===== src/design/rwcp_pkg.sv =====
`default_nettype none

package rwcp_pkg;

  localparam logic [2:0] PH_RIFF  = 3'd0;
  localparam logic [2:0] PH_CHUNK = 3'd1;
  localparam logic [2:0] PH_FMT   = 3'd2;
  localparam logic [2:0] PH_DATA  = 3'd3;
  localparam logic [2:0] PH_SKIP  = 3'd4;
  localparam logic [2:0] PH_PAD   = 3'd5;
  localparam logic [2:0] PH_DONE  = 3'd6;

  localparam logic [31:0] TAG_FMT      = 32'h2074_6D66;
  localparam logic [31:0] TAG_DATA     = 32'h6174_6164;
  localparam logic [15:0] PCM_TAG      = 16'h0001;
  localparam logic [31:0] DEFAULT_RATE = 32'd22050;
  localparam logic [1:0]  FMT_MONO16   = 2'd1;
  localparam logic [15:0] DEPTH_16     = 16'd16;
  localparam logic [15:0] DEPTH_8      = 16'd8;
  localparam logic [15:0] FMT_MIN_LEN  = 16'd16;

  localparam logic KIND_SAMPLE  = 1'b0;
  localparam logic KIND_SUMMARY = 1'b1;

  typedef struct packed {
    logic        last;
    logic        size_underflow;
    logic [31:0] data_bytes;
    logic [31:0] sample_rate;
    logic [1:0]  format_code;
    logic [15:0] sample;
    logic        kind;
  } res_t;

endpackage

`default_nettype wire


===== src/design/riff_wave_chunk_parser.sv =====
`default_nettype none

// Channel   Dir  Handshake                    Payload
// s_axis    in   s_axis_tvalid/s_axis_tready  tdata byte_in, tuser first_byte
// m_axis    out  m_axis_tvalid/m_axis_tready  tdata/tuser/tlast result items
//
// One request is parsed per clock when ready; the parse state updates in the cycle it is accepted.
// Each request gives zero, one or two results, held in a three-entry result queue.
// The input is ready while the queue holds at most one result, so the cycle after a
// request that gives two results takes no request, and the input also waits whenever
// a stalled output side leaves two results queued.
// Reset clears the parse state and the queue; first_byte restarts the parse.
module riff_wave_chunk_parser
  import rwcp_pkg::*;
(
  input  wire logic        clk_i,
  input  wire logic        rst_ni,
  input  wire logic        s_axis_tvalid,
  output logic             s_axis_tready,
  input  wire logic [7:0]  s_axis_tdata,  // [7:0] byte_in
  input  wire logic [0:0]  s_axis_tuser,  // [0] first_byte
  output logic             m_axis_tvalid,
  input  wire logic        m_axis_tready,
  output logic [87:0]      m_axis_tdata,  // [15:0] sample, [17:16] format_code,
                                          // [49:18] sample_rate, [81:50] data_bytes,
                                          // [82] size_underflow, [87:83] zero
  output logic [0:0]       m_axis_tuser,  // [0] kind
  output logic             m_axis_tlast
);

  logic [2:0]  phase_q, phase_d;
  logic [4:0]  fc_q, fc_d;
  logic [32:0] rr_q, rr_d;
  logic [31:0] tag_q, tag_d;
  logic [31:0] len_q, len_d;
  logic [31:0] left_q, left_d;
  logic [15:0] ftag_q, ftag_d;
  logic [15:0] chan_q, chan_d;
  logic [15:0] depth_q, depth_d;
  logic [31:0] rate_q, rate_d;
  logic [1:0]  fmt_q, fmt_d;
  logic [31:0] size_q, size_d;
  logic [7:0]  hold_q, hold_d;

  logic        in_fire;
  logic [7:0]  b;
  logic        smp_v, sum_v, sum_uf;
  logic [15:0] smp_val;
  logic        do_body_end, do_chunk_end;
  logic [32:0] padded;
  logic [32:0] len_pad;
  logic [33:0] need;
  logic [31:0] left_dec;
  res_t        res0, res1;
  logic [1:0]  push_n;

  res_t        q_mem [3];
  logic [1:0]  wr_q, rd_q, cnt_q;
  logic [1:0]  wr1;
  logic        pop;

  assign in_fire = s_axis_tvalid && s_axis_tready;
  assign b       = s_axis_tdata;

  always_comb begin
    phase_d = phase_q; fc_d = fc_q; rr_d = rr_q; tag_d = tag_q; len_d = len_q;
    left_d = left_q; ftag_d = ftag_q; chan_d = chan_q; depth_d = depth_q;
    rate_d = rate_q; fmt_d = fmt_q; size_d = size_q; hold_d = hold_q;
    smp_v = 1'b0; smp_val = '0; sum_v = 1'b0; sum_uf = 1'b0;
    do_body_end = 1'b0; do_chunk_end = 1'b0;
    padded = '0; len_pad = '0; need = '0;
    left_dec = left_q - 32'd1;
    if (in_fire) begin
      if (s_axis_tuser[0]) begin
        phase_d = PH_RIFF; fc_d = '0; rr_d = '0; tag_d = '0; len_d = '0;
        left_d = '0; ftag_d = '0; chan_d = '0; depth_d = '0;
        rate_d = DEFAULT_RATE; fmt_d = FMT_MONO16; size_d = '0; hold_d = '0;
      end
      left_dec = left_d - 32'd1;
      case (phase_d)
        PH_RIFF: begin
          if (fc_d >= 5'd4 && fc_d <= 5'd7) begin
            rr_d[{fc_d[1:0], 3'b000} +: 8] = b;
          end
          fc_d = fc_d + 5'd1;
          if (fc_d == 5'd12) begin
            padded = (rr_d + 33'd1) & ~33'd1;
            if (padded < 33'd4) begin
              sum_v = 1'b1; sum_uf = 1'b1; phase_d = PH_DONE;
            end else begin
              rr_d = padded - 33'd4;
              if (rr_d == '0) begin
                sum_v = 1'b1; phase_d = PH_DONE;
              end else begin
                phase_d = PH_CHUNK; fc_d = '0;
              end
            end
          end
        end
        PH_CHUNK: begin
          if (fc_d < 5'd4) begin
            if (fc_d == 5'd0) tag_d = {24'd0, b};
            else tag_d[{fc_d[1:0], 3'b000} +: 8] = b;
          end else begin
            if (fc_d == 5'd4) len_d = {24'd0, b};
            else len_d[{fc_d[1:0], 3'b000} +: 8] = b;
          end
          fc_d = fc_d + 5'd1;
          if (fc_d == 5'd8) begin
            left_d = len_d; fc_d = '0; hold_d = '0;
            if (tag_d == TAG_FMT) begin
              phase_d = PH_FMT;
            end else if (tag_d == TAG_DATA && ftag_d == PCM_TAG) begin
              phase_d = PH_DATA; size_d = len_d;
            end else begin
              phase_d = PH_SKIP;
            end
            if (len_d == '0) do_body_end = 1'b1;
          end
        end
        PH_FMT: begin
          if (len_d >= {16'd0, FMT_MIN_LEN} && fc_d < 5'd16) begin
            case (fc_d)
              5'd0:  ftag_d[7:0]   = b;
              5'd1:  ftag_d[15:8]  = b;
              5'd2:  chan_d[7:0]   = b;
              5'd3:  chan_d[15:8]  = b;
              5'd4, 5'd5, 5'd6, 5'd7: begin
                if (ftag_d == PCM_TAG) rate_d[{fc_d[1:0], 3'b000} +: 8] = b;
              end
              5'd14: depth_d[7:0]  = b;
              5'd15: begin
                depth_d[15:8] = b;
                if (ftag_d == PCM_TAG) begin
                  fmt_d = {chan_d != 16'd1, depth_d != DEPTH_8};
                end
              end
              default: ;
            endcase
            fc_d = fc_d + 5'd1;
          end
          left_d = left_dec;
          if (left_d == '0) do_body_end = 1'b1;
        end
        PH_DATA: begin
          if (depth_d == DEPTH_16) begin
            if (fc_d == 5'd0) begin
              hold_d = b; fc_d = 5'd1;
              if (left_d == 32'd1) begin
                smp_v = 1'b1; smp_val = {8'd0, b};
              end
            end else begin
              smp_v = 1'b1; smp_val = {b, hold_d}; fc_d = '0;
            end
          end else begin
            smp_v = 1'b1; smp_val = {8'd0, b};
          end
          left_d = left_dec;
          if (left_d == '0) do_body_end = 1'b1;
        end
        PH_SKIP: begin
          left_d = left_dec;
          if (left_d == '0) do_body_end = 1'b1;
        end
        PH_PAD: do_chunk_end = 1'b1;
        default: ;
      endcase
      if (do_body_end) begin
        if (len_d[0]) phase_d = PH_PAD;
        else do_chunk_end = 1'b1;
      end
      if (do_chunk_end) begin
        len_pad = ({1'b0, len_d} + 33'd1) & ~33'd1;
        need = {1'b0, len_pad} + 34'd8;
        if (need > {1'b0, rr_d}) begin
          sum_v = 1'b1; sum_uf = 1'b1; phase_d = PH_DONE;
        end else begin
          rr_d = rr_d - need[32:0];
          if (rr_d == '0) begin
            sum_v = 1'b1; phase_d = PH_DONE;
          end else begin
            phase_d = PH_CHUNK; fc_d = '0;
          end
        end
      end
    end
  end

  always_comb begin
    res_t s_item, m_item;
    s_item = '0;
    s_item.kind = KIND_SAMPLE;
    s_item.sample = smp_val;
    s_item.last = !sum_v;
    m_item = '0;
    m_item.kind = KIND_SUMMARY;
    m_item.format_code = fmt_d;
    m_item.sample_rate = rate_d;
    m_item.data_bytes = size_d;
    m_item.size_underflow = sum_uf;
    m_item.last = 1'b1;
    res0 = smp_v ? s_item : m_item;
    res1 = m_item;
    push_n = {1'b0, smp_v} + {1'b0, sum_v};
  end

  assign pop           = m_axis_tvalid && m_axis_tready;
  assign s_axis_tready = cnt_q <= 2'd1;
  assign m_axis_tvalid = cnt_q != 2'd0;
  assign wr1           = (wr_q == 2'd2) ? 2'd0 : wr_q + 2'd1;

  always_ff @(posedge clk_i or negedge rst_ni) begin
    if (!rst_ni) begin
      phase_q <= PH_RIFF; fc_q <= '0; rr_q <= '0; tag_q <= '0; len_q <= '0;
      left_q <= '0; ftag_q <= '0; chan_q <= '0; depth_q <= '0;
      rate_q <= DEFAULT_RATE; fmt_q <= FMT_MONO16; size_q <= '0; hold_q <= '0;
      wr_q <= '0; rd_q <= '0; cnt_q <= '0;
    end else begin
      phase_q <= phase_d; fc_q <= fc_d; rr_q <= rr_d; tag_q <= tag_d; len_q <= len_d;
      left_q <= left_d; ftag_q <= ftag_d; chan_q <= chan_d; depth_q <= depth_d;
      rate_q <= rate_d; fmt_q <= fmt_d; size_q <= size_d; hold_q <= hold_d;
      cnt_q <= cnt_q + push_n - {1'b0, pop};
      if (pop) rd_q <= (rd_q == 2'd2) ? 2'd0 : rd_q + 2'd1;
      if (push_n == 2'd1) wr_q <= wr1;
      else if (push_n == 2'd2) wr_q <= (wr1 == 2'd2) ? 2'd0 : wr1 + 2'd1;
    end
  end

  always_ff @(posedge clk_i) begin
    if (push_n != 2'd0) q_mem[wr_q] <= res0;
    if (push_n == 2'd2) q_mem[wr1] <= res1;
  end

  always_comb begin
    res_t h;
    h = q_mem[rd_q];
    m_axis_tdata = {5'd0, h.size_underflow, h.data_bytes, h.sample_rate,
                    h.format_code, h.sample};
    m_axis_tuser = h.kind;
    m_axis_tlast = h.last;
  end

endmodule

`default_nettype wire

===== config.mk =====
export PLATFORM = sky130hd
export DESIGN_NAME = riff_wave_chunk_parser
export DESIGN_NICKNAME = d
export VERILOG_FILES = /design/src/design/rwcp_pkg.sv /design/src/design/riff_wave_chunk_parser.sv
export SDC_FILE = /design/constraint.sdc
export NUM_CORES = 2
export LEC_CHECK = 0
export ABC_CLOCK_PERIOD_IN_PS = 15200
export BUFFER_PORTS_ARGS = -buffer_cell sky130_fd_sc_hd__buf_4
export CORE_MARGIN = 2
export CORE_UTILIZATION = 50
export DETAILED_ROUTE_END_ITERATION = 8
export PLACE_DENSITY = 0.66
export SETUP_SLACK_MARGIN = 0.05
export SKIP_LAST_GASP = 1
export SYNTH_ARGS = -nofsm -noshare
export SYNTH_HDL_FRONTEND = slang
export SYNTH_SLANG_ARGS = --single-unit

===== constraint.sdc =====
create_clock -name clk_i -period 15.2 [get_ports clk_i]
set_clock_uncertainty 0.1 [all_clocks]
set_input_delay 3.04 -clock clk_i [delete_from_list [all_inputs] [get_ports clk_i]]
set_output_delay 3.04 -clock clk_i [all_outputs]
set_load 0.02 [all_outputs]

==> key figures <==
Power and ir drop
  – Pwr dens: 151 nW/um^2
  – Clock share of power: 25.2%
  – Pleak: 14.9 nW
  – P_sw: 2.36 mW
  – Sequential share of power: 29.7%
  – Switching share of total power: 42.0%
  – Comb power frac: 45.2%
  – Internal: 3.26 mW
  – VDD IR-drop max: 122 uV

Synth
  – Mean Syn Cell Area: 8.61 um^2
  – Yosys warnings: 0
  – Primary FF master, synth: dfrtp_1
  – Sequential-to-total area share from yosys stat: 41.3%
  – EDFF count, synth: 201
  – Cell count after synthesis: 3,865
  – Post-synth ARST share: 51.0%
  – #FFs+latches synth: 520
  – Unique masters post-synth: 103
  – Synth Cell Area: 33,300 um^2

Outcome
  – Status: completed

Finish
  – Layout area overhead: 11.7%
  – Util after Layout: 56.4%
  – Final instance area: 37,200 um^2
  – Fin nets: 3,969
  – Share of layout cells above drive strength 1: 10.9%
  – Most common cell after layout, fill and taps aside: nor2_1
  – Most frequent cells in the layout: nor2_1 (467), nand2_1 (436), o21ai_0 (317)

Clocking
  – Reg clk slew, reported paths: 0.06 ns
  – CTS sink count: 520
  – Latest clock arrival within the worst-skew pair: 0.64 ns
  – H-tree depth: 2
  – CTS tree: built
  – Hold_buf cts: 0
  – Clock Tree Root: clkbuf_16
  – Postcts setup bufs: 0
  – Num CTS Buffers: 54
  – Post-CTS sizing: 0
  – Max Root-Sink Buffers: 3

STA
  – Pins Over Slew Limit: 0
  – Setup TNS Final: 0 ns
  – Tmin final: 14.11 ns
  – Maximum clock rate: 70.9 MHz
  – RSZ-0062 raised after global routing: false
  – Slew headroom: 8.52%
  – Final Cycle Share: 92.9%
  – Worst slew pin tran: 1.36 ns
  – Hold Vio Cnt, Final: 0
  – # setup viols final: 0

Floorplan
  – IO Count: 105
  – Die Width: 262 um
  – Die Y: 262 um
  – Starting Density: 50.5%
  – Cell Rows: 94
  – Die ar.: 68,700 um^2
  – Core area: 65,900 um^2

Placed design
  – Port Buffers: 99
  – Area after DPL: 35,300 um^2
  – Gpl congestion: 0.981
  – Hpwl dp: 82.6 mm

Global routing
  – Tot GR Track Use: 32.8%
  – First-pass GRT wire length: 172 mm
  – Pin count of the biggest net entering global routing: 149
  – Number of global-route vias before repair: 27,700
  – Initial antenna violation count: 2
  – Overflow after GRT: 0

Worst setup path
  – Largest stage delay, worst path: 0.64 ns
  – Slowest CP cell: or4b_2
  – Critical path class: in -> reg
  – CP Data Arrival Time: 14.28 ns
  – Top cell by count, worst path: ha_1
  – Data required, critical path: 15.37 ns
  – Crit end category: flop
  – Crit start category: primary input
  – Max Fanout on Critical Path: 69

Route
  – Routed vias: 30,400
  – DRT iter0 DRCs: 3,522
  – Vias per inst: 6.36
  – ANT nets after route: 0
  – DRC Markers: 0
  – Detailed Routing Iterations Pass 1: 8
  – Routed length per instance: 24.0 um
  – Post-Route WL: 115 mm

Min path
  – Worst Hold Class: reg -> reg

Run
  – Max cap viols: 0
==> synth_stat cells (all sizes together), types with 37 or more instances <==
cell | count | area share (%)
buf | 52 | 0.81
o21ai | 332 | 5.0
xnor2 | 98 | 2.6
edfxtp | 201 | 18
ha | 83 | 3.1
nor4 | 56 | 1.1
and3 | 40 | 0.75
a21oi | 169 | 2.6
clkbuf | 216 | 2.4
and2 | 40 | 0.75
inv | 178 | 2.0
nand4 | 45 | 0.85
a22oi | 91 | 2.1
nor2 | 470 | 5.3
dfrtp | 258 | 19
nor3 | 94 | 1.4
nand3 | 82 | 1.2
xor2 | 54 | 1.4
mux2i | 128 | 3.8
a31oi | 46 | 0.91
nand2 | 438 | 4.9
a22o | 112 | 2.9
a211oi | 37 | 0.83
dfxtp | 54 | 3.2
==> power groups by stage <==
stage	Sequential, mW	Combinational, mW	Clock [mW]
finish	1.67	2.54	1.42
floorplan	1.60	1.73	0
global placement	1.69	2.50	0
detailed placement	1.69	2.49	0
CTS	1.66	2.50	1.43
global route	1.68	2.75	1.48
==> routing by layer <==
layer	global-route usage [%]	vias to the layer above	wire, um
met4	15.1	2	5910
met2	48.9	1468	49400
met1	47.1	14700	49700
met3	5.09	292	9610
li1	-	14000	-
met5	0	-	13
==> state kept, by name, indices dropped and copies added (netlist names) <==
register,cells
chan_q,16
depth_q,16
rate_q,32
tag_q,32
hold_q,8
size_q,32
wr_q,2
rr_q,33
ftag_q,16
cnt_q,2
q_mem,255
fc_q,5
len_q,32
fmt_q,2
left_q,32
phase_q,3
rd_q,2
==> cell type report <==
| class | instances | area, um^2 |
|---|---|---|
| Antenna cell | 1 | 2.50 |
| Clock buffer | 83 | 1690 |
| Clock inverter | 18 | 228 |
| Timing Repair Buffer | 215 | 1720 |
| Multi-Input combinational cell | 2902 | 18000 |
| Tap cell | 864 | 1080 |
| Fill cell | 6027 | 28700 |
| Inverter | 179 | 683 |
| Sequential cell | 520 | 13800 |
==> critical path: cells and delay by family <==
kind	cells	cell delay, ns
AO/OA/AOI/OAI	11	3.62
XOR/XNOR	1	0.34
multiplexers	1	0.36
buffers and inverters	7	1.67
adder cells (fa/ha/maj)	4	1.42
AND/OR/NAND/NOR	14	3.67
==> path summary, 6_finish.rpt <==
path                              startpoint      endpoint  slack (ns)  cells after the start
worst max register to register       fc_q[1]  q_mem[2][56]        3.44                     38
worst max-delay path            s_axis_tuser  q_mem[2][56]        1.09                     38
worst min register to register   q_mem[0][0]   q_mem[0][0]        0.34                      2
worst min-delay path             q_mem[0][0]   q_mem[0][0]        0.34                      2
max in group asynchronous             rst_ni       rd_q[1]       11.10                      2
min in group asynchronous             rst_ni     size_q[6]        2.40                      1
==> per-stage QoR <==
| stage | setup WS [ns] | power [mW] | hold slack [ns] | instances |
|---|---|---|---|---|
| after floorplan | 0.0784 | 3.33 | 0.322 | 3869 |
| after global placement | 0.775 | 4.19 | 0.336 | 4680 |
| after detailed placement | 0.682 | 4.18 | 0.334 | 4680 |
| after CTS | 1.32 | 5.60 | 0.344 | 4781 |
| after global routing | 0.310 | 5.91 | 0.380 | 4781 |
| final | 1.09 | 5.62 | 0.343 | 4782 |
==> kinds of logic (layout without fill, tap and decap cells) <==
| kind of cell | count (synthesis) | in the layout | synth area share [%] |
|---|---|---|---|
| simple gates | 1454 | 1454 | 20.5 |
| compound gates | 1058 | 1058 | 21.2 |
| flops | 520 | 520 | 41.3 |
| buf+inv | 447 | 495 | 5.27 |
| xor+xnor | 152 | 152 | 4.00 |
| mux | 148 | 148 | 4.53 |
| fa+ha+maj | 85 | 85 | 3.21 |
| other cells | 1 | 6 | 0.0113 |
Note: power is estimated with default switching activity, not from simulation.
